**config.mk**
```make
export PLATFORM = sky130hd
export DESIGN_NAME = jpeg_marker_stream_parser_top
export DESIGN_NICKNAME = d
export VERILOG_FILES = /design/src/jmsp_pkg.sv /design/src/jmsp_in_reg.sv /design/src/jmsp_parse_core.sv /design/src/jmsp_out_reg.sv /design/src/jpeg_marker_stream_parser_top.sv
export SDC_FILE = /design/constraint.sdc
export NUM_CORES = 1
export LEC_CHECK = 0
export ABC_AREA = 1
export BUFFER_PORTS_ARGS = -buffer_cell sky130_fd_sc_hd__buf_4
export CAP_MARGIN = 10
export CORE_MARGIN = 2
export CORE_UTILIZATION = 51
export DETAILED_ROUTE_END_ITERATION = 10
export GPL_ROUTABILITY_DRIVEN = 1
export PLACE_DENSITY_LB_ADDON = 0.05
export SLEW_MARGIN = 25
export SYNTH_ARGS = -nofsm -noshare
export SYNTH_HDL_FRONTEND = slang
export SYNTH_HIERARCHICAL = 1
export SYNTH_SLANG_ARGS = --single-unit
```
**constraint.sdc**
```tcl
create_clock -name clk_i -period 2.9 [get_ports clk_i]
set_input_delay 0.145 -clock clk_i [delete_from_list [all_inputs] [get_ports clk_i]]
set_output_delay 0.145 -clock clk_i [all_outputs]
set_load 0.1 [all_outputs]
```
**src/jmsp_pkg.sv**
```systemverilog
package jmsp_pkg;

  // Marker and byte codes
  localparam logic [7:0] BYTE_FF  = 8'hFF;
  localparam logic [7:0] MRK_TEM  = 8'h01;
  localparam logic [7:0] MRK_RST0 = 8'hD0;
  localparam logic [7:0] MRK_RST7 = 8'hD7;
  localparam logic [7:0] MRK_SOI  = 8'hD8;
  localparam logic [7:0] MRK_EOI  = 8'hD9;
  localparam logic [7:0] MRK_SOS  = 8'hDA;
  localparam logic [7:0] MRK_SOF0 = 8'hC0;
  localparam logic [7:0] MRK_SOFF = 8'hCF;
  localparam logic [7:0] MRK_DHT  = 8'hC4;
  localparam logic [7:0] MRK_JPG  = 8'hC8;
  localparam logic [7:0] MRK_DAC  = 8'hCC;

  // Shortest segment length whose frame header carries height and width
  localparam logic [15:0] SOF_MIN_LEN = 16'd7;
  localparam logic [15:0] LEN_MIN     = 16'd2;

  // Result status codes
  localparam logic [2:0] ST_OK        = 3'd0;
  localparam logic [2:0] ST_BAD_START = 3'd1;
  localparam logic [2:0] ST_NO_PREFIX = 3'd2;
  localparam logic [2:0] ST_BAD_LEN   = 3'd3;
  localparam logic [2:0] ST_TRUNC     = 3'd4;

  // One result item
  typedef struct packed {
    logic [2:0]  status;
    logic [31:0] end_offset;
    logic        dims_found;
    logic [15:0] image_height;
    logic [15:0] image_width;
  } result_t;

  // Frame header markers: C0-CF except DHT, JPG and DAC
  function automatic logic is_sof(input logic [7:0] m);
    logic in_range;
    in_range = (m inside {[MRK_SOF0:MRK_SOFF]});
    return in_range && (m != MRK_DHT) && (m != MRK_JPG) && (m != MRK_DAC);
  endfunction

endpackage

```
**src/jmsp_in_reg.sv**
```systemverilog
module jmsp_in_reg (
  input  logic       clk_i,
  input  logic       rst_ni,
  input  logic       in_valid_i,
  output logic       in_ready_o,
  input  logic [7:0] byte_value_i,
  input  logic       last_byte_i,
  input  logic       free_i,
  output logic       step_o,
  output logic [7:0] byte_o,
  output logic       last_o
);

  logic       valid_q, valid_d;
  logic [7:0] byte_q;
  logic       last_q;
  logic       take;

  // Advance the held byte whenever the result side has room
  assign step_o     = valid_q && free_i;
  assign in_ready_o = !valid_q || step_o;
  assign take       = in_valid_i && in_ready_o;
  assign byte_o     = byte_q;
  assign last_o     = last_q;

  always_comb begin
    valid_d = valid_q;
    if (take) begin
      valid_d = 1'b1;
    end else if (step_o) begin
      valid_d = 1'b0;
    end
  end

  always_ff @(posedge clk_i or negedge rst_ni) begin
    if (!rst_ni) begin
      valid_q <= 1'b0;
    end else begin
      valid_q <= valid_d;
    end
  end

  // Hold the request payload
  always_ff @(posedge clk_i) begin
    if (take) begin
      byte_q <= byte_value_i;
      last_q <= last_byte_i;
    end
  end

endmodule

```
**src/jmsp_parse_core.sv**
```systemverilog
module jmsp_parse_core (
  input  logic                    clk_i,
  input  logic                    rst_ni,
  input  logic                    step_i,
  input  logic [7:0]              byte_i,
  input  logic                    last_i,
  input  logic [31:0]             start_offset_i,
  output logic                    res_valid_o,
  output jmsp_pkg::result_t       res_o
);

  localparam logic [3:0] PH_START0  = 4'd0;
  localparam logic [3:0] PH_START1  = 4'd1;
  localparam logic [3:0] PH_PREFIX  = 4'd2;
  localparam logic [3:0] PH_MARKER  = 4'd3;
  localparam logic [3:0] PH_LEN_HI  = 4'd4;
  localparam logic [3:0] PH_LEN_LO  = 4'd5;
  localparam logic [3:0] PH_PAYLOAD = 4'd6;
  localparam logic [3:0] PH_ENTROPY = 4'd7;
  localparam logic [3:0] PH_DONE    = 4'd8;

  logic [3:0]  phase_q, phase_d;
  logic [31:0] count_q, count_d;
  logic [7:0]  marker_q, marker_d;
  logic [7:0]  len_hi_q, len_hi_d;
  logic [15:0] left_q, left_d;
  logic [2:0]  idx_q, idx_d;
  logic        cap_q, cap_d;
  logic        prev_ff_q, prev_ff_d;
  logic [15:0] height_q, height_d;
  logic [15:0] width_q, width_d;
  logic        dims_q, dims_d;

  logic [31:0] here;
  logic [15:0] seg_len;
  logic [15:0] left_dec;
  logic        emit;
  logic [2:0]  emit_status;
  logic [31:0] emit_end;
  logic [3:0]  after_seg;
  logic        after_ff;

  assign here     = count_q + 32'd1;
  assign seg_len  = {len_hi_q, byte_i};
  assign left_dec = left_q - 16'd1;

  // Next phase once a segment ends: entropy data follows the scan header
  always_comb begin
    if (marker_q == jmsp_pkg::MRK_SOS) begin
      after_seg = PH_ENTROPY;
      after_ff  = 1'b0;
    end else begin
      after_seg = PH_PREFIX;
      after_ff  = prev_ff_q;
    end
  end

  // Walk one byte through the segment state
  always_comb begin
    phase_d     = phase_q;
    count_d     = count_q;
    marker_d    = marker_q;
    len_hi_d    = len_hi_q;
    left_d      = left_q;
    idx_d       = idx_q;
    cap_d       = cap_q;
    prev_ff_d   = prev_ff_q;
    height_d    = height_q;
    width_d     = width_q;
    dims_d      = dims_q;
    emit        = 1'b0;
    emit_status = jmsp_pkg::ST_OK;
    emit_end    = '0;
    if (step_i) begin
      count_d = here;
      case (phase_q)
        PH_START0: begin
          if (byte_i != jmsp_pkg::BYTE_FF) begin
            emit = 1'b1; emit_status = jmsp_pkg::ST_BAD_START; phase_d = PH_DONE;
          end else begin
            phase_d = PH_START1;
          end
        end
        PH_START1: begin
          if (byte_i != jmsp_pkg::MRK_SOI) begin
            emit = 1'b1; emit_status = jmsp_pkg::ST_BAD_START; phase_d = PH_DONE;
          end else begin
            phase_d = PH_PREFIX;
          end
        end
        PH_PREFIX: begin
          if (byte_i != jmsp_pkg::BYTE_FF) begin
            emit = 1'b1; emit_status = jmsp_pkg::ST_NO_PREFIX; phase_d = PH_DONE;
          end else begin
            phase_d = PH_MARKER;
          end
        end
        PH_MARKER: begin
          if (byte_i == jmsp_pkg::BYTE_FF) begin
            phase_d = PH_MARKER;
          end else if (byte_i == jmsp_pkg::MRK_TEM || byte_i == jmsp_pkg::MRK_SOI ||
                       (byte_i inside {[jmsp_pkg::MRK_RST0:jmsp_pkg::MRK_RST7]})) begin
            phase_d = PH_PREFIX;
          end else if (byte_i == jmsp_pkg::MRK_EOI) begin
            emit = 1'b1; emit_end = start_offset_i + here; phase_d = PH_DONE;
          end else begin
            marker_d = byte_i;
            phase_d  = PH_LEN_HI;
          end
        end
        PH_LEN_HI: begin
          len_hi_d = byte_i;
          phase_d  = PH_LEN_LO;
        end
        PH_LEN_LO: begin
          if (seg_len < jmsp_pkg::LEN_MIN) begin
            emit = 1'b1; emit_status = jmsp_pkg::ST_BAD_LEN; phase_d = PH_DONE;
          end else begin
            left_d = seg_len - jmsp_pkg::LEN_MIN;
            idx_d  = '0;
            cap_d  = !dims_q && jmsp_pkg::is_sof(marker_q) &&
                     (seg_len >= jmsp_pkg::SOF_MIN_LEN);
            if (seg_len == jmsp_pkg::LEN_MIN) begin
              phase_d   = after_seg;
              prev_ff_d = after_ff;
            end else begin
              phase_d = PH_PAYLOAD;
            end
          end
        end
        PH_PAYLOAD: begin
          // Capture height and width from payload bytes one to four
          if (cap_q) begin
            case (idx_q)
              3'd1:    height_d = {byte_i, height_q[7:0]};
              3'd2:    height_d = {height_q[15:8], byte_i};
              3'd3:    width_d  = {byte_i, width_q[7:0]};
              3'd4:    width_d  = {width_q[15:8], byte_i};
              default: ;
            endcase
          end
          if (idx_q != 3'd7) begin
            idx_d = idx_q + 3'd1;
          end
          left_d = left_dec;
          if (left_dec == '0) begin
            if (cap_q) begin
              dims_d = 1'b1;
            end
            phase_d   = after_seg;
            prev_ff_d = after_ff;
          end
        end
        PH_ENTROPY: begin
          if (prev_ff_q && byte_i == jmsp_pkg::MRK_EOI) begin
            emit = 1'b1; emit_end = start_offset_i + here; phase_d = PH_DONE;
          end
          prev_ff_d = (byte_i == jmsp_pkg::BYTE_FF);
        end
        default: phase_d = PH_DONE;
      endcase
      // Report truncation on the last byte when nothing else was reported
      if (last_i && !emit && phase_d != PH_DONE) begin
        emit        = 1'b1;
        emit_status = jmsp_pkg::ST_TRUNC;
        emit_end    = '0;
      end
    end
  end

  // Build the result from the state after this byte
  always_comb begin
    res_valid_o           = emit;
    res_o.status          = emit_status;
    res_o.end_offset      = emit_end;
    res_o.dims_found      = dims_d;
    res_o.image_height    = dims_d ? height_d : '0;
    res_o.image_width     = dims_d ? width_d : '0;
  end

  // Update state; restart after the last byte
  always_ff @(posedge clk_i or negedge rst_ni) begin
    if (!rst_ni) begin
      phase_q   <= PH_START0;
      count_q   <= '0;
      marker_q  <= '0;
      len_hi_q  <= '0;
      left_q    <= '0;
      idx_q     <= '0;
      cap_q     <= 1'b0;
      prev_ff_q <= 1'b0;
      height_q  <= '0;
      width_q   <= '0;
      dims_q    <= 1'b0;
    end else if (step_i && last_i) begin
      phase_q   <= PH_START0;
      count_q   <= '0;
      marker_q  <= '0;
      len_hi_q  <= '0;
      left_q    <= '0;
      idx_q     <= '0;
      cap_q     <= 1'b0;
      prev_ff_q <= 1'b0;
      height_q  <= '0;
      width_q   <= '0;
      dims_q    <= 1'b0;
    end else begin
      phase_q   <= phase_d;
      count_q   <= count_d;
      marker_q  <= marker_d;
      len_hi_q  <= len_hi_d;
      left_q    <= left_d;
      idx_q     <= idx_d;
      cap_q     <= cap_d;
      prev_ff_q <= prev_ff_d;
      height_q  <= height_d;
      width_q   <= width_d;
      dims_q    <= dims_d;
    end
  end

`ifndef SYNTHESIS
  a_emit_needs_step: assert property (@(posedge clk_i) disable iff (!rst_ni)
    res_valid_o |-> step_i)
    else $error("result raised without a byte step");
  a_error_zero_end: assert property (@(posedge clk_i) disable iff (!rst_ni)
    (res_valid_o && res_o.status != jmsp_pkg::ST_OK) |-> (res_o.end_offset == '0))
    else $error("error result carries a nonzero end offset");
  a_last_restarts: assert property (@(posedge clk_i) disable iff (!rst_ni)
    (step_i && last_i) |=> (phase_q == PH_START0 && count_q == '0 && !dims_q))
    else $error("parser did not restart after the last byte");
  a_done_silent: assert property (@(posedge clk_i) disable iff (!rst_ni)
    (step_i && phase_q == PH_DONE) |-> !res_valid_o)
    else $error("result raised after the buffer was already finished");
  a_dims_once: assert property (@(posedge clk_i) disable iff (!rst_ni)
    (dims_q && !(($past(step_i)) && $past(last_i))) |-> $stable(height_q))
    else $error("captured height changed after capture");
`endif

endmodule

```
**src/jmsp_out_reg.sv**
```systemverilog
module jmsp_out_reg (
  input  logic              clk_i,
  input  logic              rst_ni,
  input  logic              res_valid_i,
  input  jmsp_pkg::result_t res_i,
  output logic              free_o,
  output logic              out_valid_o,
  input  logic              out_ready_i,
  output jmsp_pkg::result_t res_o
);

  logic              valid_q, valid_d;
  jmsp_pkg::result_t res_q;

  // Room for a new result when empty or the current one leaves now
  assign free_o      = !valid_q || out_ready_i;
  assign out_valid_o = valid_q;
  assign res_o       = res_q;

  always_comb begin
    valid_d = valid_q;
    if (res_valid_i) begin
      valid_d = 1'b1;
    end else if (out_ready_i) begin
      valid_d = 1'b0;
    end
  end

  always_ff @(posedge clk_i or negedge rst_ni) begin
    if (!rst_ni) begin
      valid_q <= 1'b0;
    end else begin
      valid_q <= valid_d;
    end
  end

  // Hold the result until the receiver takes it
  always_ff @(posedge clk_i) begin
    if (res_valid_i) begin
      res_q <= res_i;
    end
  end

endmodule

```
**src/jpeg_marker_stream_parser_top.sv**
```systemverilog
// JPEG marker stream parser.
// Input channel (in_valid_i / in_ready_o): one buffer byte per request, with
// last_byte_i set on the final byte of the buffer. Output channel
// (out_valid_o / out_ready_i): at most one result per buffer, carrying the
// status, the end offset after EOI (start offset added) and the frame size
// taken from the first qualifying frame header.
// cfg_wr_en_i / cfg_wr_data_i write the start offset; write it between buffers
// or while no result is pending.
// The byte deciding the result sits in the input register, then the parse
// logic writes the result register, which drives out_valid_o.
// Throughput: one byte per cycle unless the result register is full; each
// byte passes the parse logic between the input and result registers.
// When the receiver stalls, the pending result holds; the input register
// still takes one more byte, and then in_ready_o drops until the result
// register frees up.
// Reset clears both registers' valid flags, the parse state and the start
// offset; the parser also restarts by itself after every last byte.
module jpeg_marker_stream_parser_top (
  input  logic        clk_i,
  input  logic        rst_ni,
  input  logic        cfg_wr_en_i,
  input  logic [31:0] cfg_wr_data_i,
  input  logic        in_valid_i,
  output logic        in_ready_o,
  input  logic [7:0]  byte_value_i,
  input  logic        last_byte_i,
  output logic        out_valid_o,
  input  logic        out_ready_i,
  output logic [2:0]  status_o,
  output logic [31:0] end_offset_o,
  output logic        dims_found_o,
  output logic [15:0] image_height_o,
  output logic [15:0] image_width_o
);

  logic              free;
  logic              step;
  logic [7:0]        cur_byte;
  logic              cur_last;
  logic              res_valid;
  jmsp_pkg::result_t res;
  jmsp_pkg::result_t out_res;
  logic [31:0]       start_offset_q;

  // Start offset register
  always_ff @(posedge clk_i or negedge rst_ni) begin
    if (!rst_ni) begin
      start_offset_q <= '0;
    end else if (cfg_wr_en_i) begin
      start_offset_q <= cfg_wr_data_i;
    end
  end

  jmsp_in_reg u_in_reg (
    .clk_i        (clk_i),
    .rst_ni       (rst_ni),
    .in_valid_i   (in_valid_i),
    .in_ready_o   (in_ready_o),
    .byte_value_i (byte_value_i),
    .last_byte_i  (last_byte_i),
    .free_i       (free),
    .step_o       (step),
    .byte_o       (cur_byte),
    .last_o       (cur_last)
  );

  jmsp_parse_core u_core (
    .clk_i          (clk_i),
    .rst_ni         (rst_ni),
    .step_i         (step),
    .byte_i         (cur_byte),
    .last_i         (cur_last),
    .start_offset_i (start_offset_q),
    .res_valid_o    (res_valid),
    .res_o          (res)
  );

  jmsp_out_reg u_out_reg (
    .clk_i       (clk_i),
    .rst_ni      (rst_ni),
    .res_valid_i (res_valid),
    .res_i       (res),
    .free_o      (free),
    .out_valid_o (out_valid_o),
    .out_ready_i (out_ready_i),
    .res_o       (out_res)
  );

  assign status_o       = out_res.status;
  assign end_offset_o   = out_res.end_offset;
  assign dims_found_o   = out_res.dims_found;
  assign image_height_o = out_res.image_height;
  assign image_width_o  = out_res.image_width;

endmodule

```
# After elaboration in Yosys (flattened, before gate mapping)
# Index checks and enable logic that the tools add are counted.
# op_classes
addsub	5
n_lt_le_gt_ge	6
eq_ne	32
mux	87
bitwise_logic	1
reduce_logical	39
# ops
cell	n
two-way mux 32 bit	6
two-way mux 16 bit	11
one-hot mux 16 bit (2 select lines)	3
two-way mux 8 bit	9
one-hot mux 32 bit (2 select lines)	1
two-way mux 4 bit	13
inequality test 8 bit (second input constant)	5
adder 32 x 1 -> 32 bit (second input constant)	1
adder 32 bit	1
== test 8 bit (second input constant)	4
one-hot mux 4 bit (8 select lines)	1
two-way mux 1 bit	31
two-way mux 3 bit	6
== test 16 x 2 -> 1 bit (second input constant)	1
== test 4 x 3 -> 1 bit (second input constant)	4
>= comparator 16 x 3 -> 1 bit (second input constant)	1
>= comparator 8 bit (second input constant)	2
<= comparator 8 bit (second input constant)	2
zero test 16 bit	1
less-than comparator 16 x 2 -> 1 bit (second input constant)	1
subtractor 16 x 1 -> 16 bit (second input constant)	1
subtractor 16 x 2 -> 16 bit (second input constant)	1
logical AND 1 bit	13
one-hot mux 3 bit (4 select lines)	1
27 further kinds	50
# totals
ff_bits	217
in_bits	46
output_inout_bits	70
word_cells	192

# Depth between registers and ports, before layout
# logic_depth
depth_word	13
mapped_depth	23
mapped_depth_nobuf	23

# By module
# Netlist, hierarchy kept.
# modules_own_cells
module	n_inst	cells_per_inst	area_per_inst_um2	seq_area_each_um2
jmsp_parse_core	1	1331	9032.4	2652.5
jmsp_out_reg	1	73	2087.0	2067.0
jpeg_marker_stream_parser_top	1	136	1292.5	800.8
jmsp_in_reg	1	17	322.8	295.3

# Least setup slack after synthesis
# Ideal clock, no wire load.
# synth_path
kind	register to register
from	reg u_out_reg.valid_q, in the netlist u_out_reg/out_valid_o
to	reg u_out_reg.res_q (netlist bit u_out_reg/res_o[0]), enable pin
setup_ns	0.423
arrival_ns	2.889
required_time_ns	2.477
path_slack_ns	-0.412
path_stages_with_launch	7
path_buffers	1
period_less_slack_ns	3.312
cell_sequence	dfrtp_1 -> nand2_2 -> nand2_1 -> inv_1 -> clkbuf_1 -> nand2_1 -> inv_1
# synth_via
elab_chain_len	4
# synth_rtl
item	line_no	text
from (decl)	jmsp_out_reg.sv:12	logic valid_q, valid_d;
from (signal assigned)	jmsp_out_reg.sv:33	valid_q <= valid_d;
zero test 1 bit	jmsp_out_reg.sv:16	assign free_o = !valid_q || out_ready_i;
logical OR 1 bit	jmsp_out_reg.sv:16	
net free	jpeg_marker_stream_parser_top.sv:36	logic free;
logical AND 1 bit	jmsp_in_reg.sv:20	assign step_o = valid_q && free_i;
net step	jpeg_marker_stream_parser_top.sv:37	logic step;
two-way mux 1 bit	jmsp_parse_core.sv:74	if (step_i) begin
net res_valid	jpeg_marker_stream_parser_top.sv:40	logic res_valid;
to (signal assigned)	jmsp_out_reg.sv:40	res_q <= res_i;
to (decl)	jmsp_out_reg.sv:13	jmsp_pkg::result_t res_q;
# The timed path passes the listed nets, and every way through them passes these cells.
# A chain may end at the register's enable or synchronous reset.

# Worst setup path after layout
# layout_path
from	reg u_core.count_q[4]
to	reg u_out_reg.res_q (netlist bit u_out_reg/res_o[56]), data pin
# layout_via
elab_chain_len	6
word_cells_on_any_way	7
classes_between	add/sub (2); mux (5)
# layout_rtl
item	line_no	text
from (decl)	jmsp_parse_core.sv:23	logic [31:0] count_q, count_d;
from (signal assigned)	jmsp_parse_core.sv:209	count_q <= count_d;
adder 32 x 1 -> 32 bit (*)	jmsp_parse_core.sv:43	assign here = count_q + 32'd1;
adder 32 bit (*)	jmsp_parse_core.sv:105, jmsp_parse_core.sv:156	
two-way mux 32 bit	jmsp_parse_core.sv:104	end else if (byte_i == jmsp_pkg::MRK_EOI) begin
two-way mux 32 bit	jmsp_parse_core.sv:101	end else if (byte_i == jmsp_pkg::MRK_TEM || byte_i == jmsp_pkg::MRK_SOI ||
two-way mux 32 bit	jmsp_parse_core.sv:99	if (byte_i == jmsp_pkg::BYTE_FF) begin
one-hot mux 32 bit (2 select lines) (*)	jmsp_parse_core.sv:76	case (phase_q)
# Mark *: on every way between the ends. The rest lies on a longest branch, timed or not.

==> key figures <==
Logic synthesis
  – Syn_area_per_cell: 8.179 um^2
  – Yosys cell types: 59
  – Syn Nets: 1652
  – Area contributors post-synth: dfrtp_1 28%, edfxtp_1 18%, nand2_1 11%, nor2_1 5.7%, inv_1 5.6%
  – Register area share after synthesis: 0.4567
  – Post-synth EDFFs: 77
  – Share of the synthesized area in the top cell type: 0.2751
  – Post-Syn Area: 0.01273 mm^2
  – Synth area leader: dfrtp_1
  – Ys Warns: 6
  – Main synth FF type: dfrtp_1
  – Post-synthesis register bit count: 217
  – Fraction of registers with async set/reset: 0.6452
  – Cells after synthesis: 1557

Pwr
  – Clock power frac: 0.245
  – Sequential power share: 0.353
  – Switching share of total power: 0.4320
  – Cell Pwr Density: 644.3 mW/mm^2
  – Pint: 6.588 mW
  – VDD IR max: 0.5545 mV
  – Sw power: 5.011 mW
  – Lkg Pwr: 8.288 nW
  – Combinational share of power: 0.402

Layout
  – Share of post-route cells with drive strength above 1: 0.3555
  – # diodes: 0
  – Layout Nets: 2043
  – Layout fillers: 1783
  – Layout Utilization: 0.7381
  – Final Cell Area: 0.01800 mm^2
  – Area grow syn2layout: 41.36%

Setup path
  – Largest stage delay, worst path: 0.38 ns
  – Setup slack, reg-to-reg: -0.32 ns
  – CP required: 3.19 ns
  – Setup crit end kind: register
  – Worst setup path end: u_out_reg/res_o[56]
  – CP Class: register to register
  – Worst flop-to-flop path endpoint: u_out_reg/res_o[56]
  – Crit-path max FO: 4
  – CP startpoint kind: register
  – Crit-path cells: nand2_2 > nor3_4 > nand2_4 > inv_4 > nand3_4 > nor2_1 > nand2_1 > nor2_4 > nand4_1 > and2_4 > ha_4 > a21oi_2 > nand2_1 > inv_2 > o21ai_2 > nand3b_1 > a21oi_2 > xor2_1 > nor2_1
  – Reg2Reg Depth: 19
  – Critical Path Slowest Stage Cell: dfrtp_1
  – CP startpoint: u_core/count_q[4]
  – FF-to-FF Start: u_core/count_q[4]
  – Worst path arrival time: 3.51 ns

Global routing
  – Antenna violations before repair: 0
  – Tot GR Track Use: 0.2876
  – Number of global-route vias before repair: 11920
  – Global Route met2 Usage: 0.5110
  – Largest net degree at the start of global routing: 55
  – GRT overflow: 0
  – Global-route wire length before repair: 60210 um
  – Met3 GRT Util: 0.02962
  – Gr busiest metal: met2
  – GRT met1 Usage: 0.3516

Timing
  – Final period util: 1.111
  – Clock Skews: 0.02061 ns
  – Setup violations, final: 22
  – Setup ws final: -0.3224 ns
  – Slew margin rel.: 0.3853
  – Pins over their slew limit: 0
  – Min cycle time layout: 3.222 ns
  – Slew of the pin with the lowest slew margin: 0.9220 ns
  – RSZ-0062 raised after global routing: yes
  – Fmax: 310.3 MHz
  – Final Hold Vio Count: 0

Die
  – Io pins: 116
  – Die Footprint: 0.02625 mm^2
  – Starting Density: 0.5221
  – # rows: 57
  – Die width: 162.0 um
  – Core area: 0.02439 mm^2
  – Die Y: 162.0 um

Clocking
  – CTS buffer count: 24
  – Reg clk slew, reported paths: 0.06 ns
  – Worst-Skew Late Latency: 0.54 ns
  – CTS tree: yes
  – CTS HTree Levels: 1
  – Clock root buffer: clkbuf_16
  – Longest Clk Path Bufs: 3
  – Clk sinks: 217

Job
  – Max-cap violations: 0

Run status
  – Outcome: finished with violations
  – Failing checks: negative setup slack

Hold path
  – Worst Hold Class: primary input to register

Placed design
  – HPWL after DPL: 26170 um
  – Port buffer count: 115
  – Placed standard-cell area: 0.01517 mm^2
  – Placer Congestion: 0.9864

Drt
  – DRC viols: 0
  – Detail Route Antenna Nets: 0
  – 1st-iter DRT viols: 976
  – Vias: 12260
  – Drt first pass iters: 6
  – DRT Wirelength: 39110 um
  – Post-DR vias/cell: 5.354
  – Routed len/inst: 17.08 um
critical path, delay by kind of cell, from the launching register on:
| kind | cells | cell delay, ns |
|---|---|---|
| XOR/XNOR | 1 | 0.18 |
| adder cells (fa/ha/maj) | 1 | 0.26 |
| flip-flops | 1 | 0.38 |
| AO/OA/AOI/OAI | 3 | 0.45 |
| buffers and inverters | 2 | 0.14 |
| AND/OR/NAND/NOR | 12 | 1.56 |
cells in the mapped netlist, drive strengths merged, types with 4 or more instances:
| cell | instances |
|---|---|
| nand2 | 382 |
| nor2 | 236 |
| inv | 206 |
| dfrtp | 140 |
| o21ai | 92 |
| edfxtp | 77 |
| nand3 | 70 |
| ha | 48 |
| a21oi | 47 |
| o22ai | 43 |
| nor3 | 39 |
| xor2 | 36 |
| buf | 22 |
| nand4 | 18 |
| a22oi | 16 |
| clkbuf | 15 |
| xnor2 | 14 |
| a21o | 6 |
| o211ai | 6 |
| or2 | 6 |
| nor4 | 5 |
| a31oi | 4 |
| and2 | 4 |
| nand3b | 4 |
| o21bai | 4 |
sequential cells by signal, indices dropped and copies added (netlist names), 4 cells and up:
signal / cells
start_offset_q: 32
u_core/count_q: 32
u_core/height_q: 16
u_core/left_q: 16
u_core/len_hi_q: 8
u_core/marker_q: 8
u_core/phase_q: 4
u_core/width_q: 16
u_in_reg/byte_o: 8
u_out_reg/res_o: 68
metal layers:
layer / vias to the layer above / routed length [um]
li1: 5877 / -
met1: 5835 / 15420
met2: 416 / 19910
met3: 133 / 1769
met4: 0 / 2014
met5: - / 0
repair_timing:
item	in CTS	in global routing
pin swaps	48	61
endpoints found under the hold margin	106	0
cloned	0	0
setup buffers	39	23
hold buffers	44	0
resized for setup	144	130
endpoints found under the setup margin	24	82
power by group through the flow:
stage          Clock (mW)  Sequential [mW]  Combinational [mW]
2_1_floorplan           0             5.70                1.64
3_3_place_gp            0             4.12                4.34
3_5_place_dp            0             4.12                4.38
4_1_cts              2.90             4.09                4.52
5_1_grt              3.03             4.15                4.97
6_report             2.85             4.09                4.66
cell type report:
class / instances / area [um^2] / area share
multi-input combinational: 1095 / 7038 / 0.3910
sequential: 217 / 5817 / 0.3231
timing repair buffer: 402 / 3211 / 0.1783
clock inverter: 4 / 36.28 / 0.002016
inverter: 208 / 804.5 / 0.04469
clock buffer: 40 / 690.7 / 0.03837
tap: 324 / 405.4 / 0.02252
cell usage in the layout (no fill, tap or decap), types with 33 or more instances in the layout:
| cell | instances |
|---|---|
| buf_4 | 345 |
| nand3_1 | 57 |
| dlygate4sd3_1 | 44 |
| o21ai_0 | 50 |
| nor2_2 | 47 |
| edfxtp_1 | 77 |
| dfrtp_1 | 139 |
| nor2_1 | 170 |
| inv_1 | 164 |
| o22ai_1 | 42 |
| inv_2 | 35 |
| nand2_1 | 326 |
| nand2_2 | 45 |
| o21ai_1 | 33 |
per-stage QoR:
stage                     hold WS (ns)  instances  setup TNS, ns  setup WS [ns]  power (mW)
final                          0.04161       2290         -4.239        -0.3224       11.60
after global routing           0.05645       2290         -7.482        -0.5288       12.14
after CTS                      0.02668       2268         -1.633        -0.2115       11.50
after detailed placement        0.1155       2141         -5.777        -0.4154       8.500
after global placement          0.1162       2141         -4.415        -0.3314       8.459
after floorplan                -0.1506       1557       -0.05552       -0.04334       7.336
cells by family after synthesis:
family / share of synthesized area
DFF: 0.4567
AOI/OAI and AO/OA: 0.1101
buffers and inverters: 0.08283
xor gates and xnor gates: 0.03439
adders and majority gates: 0.04873
and+or+nand+nor: 0.2672
worst min-delay path by stage:
stage                     start            endpoint  slack, ns  depth (start not counted)
finish              cfg_wr_en_i  start_offset_q[23]       0.04                          3
global route        cfg_wr_en_i  start_offset_q[23]       0.06                          3
CTS                 cfg_wr_en_i  start_offset_q[23]       0.03                          3
detailed placement       rst_ni  u_core/height_q[6]       0.12                          1
global placement         rst_ni  u_core/height_q[6]       0.12                          1
floorplan                rst_ni   start_offset_q[0]      -0.15                          0
Note: power is estimated with default switching activity, not from simulation.
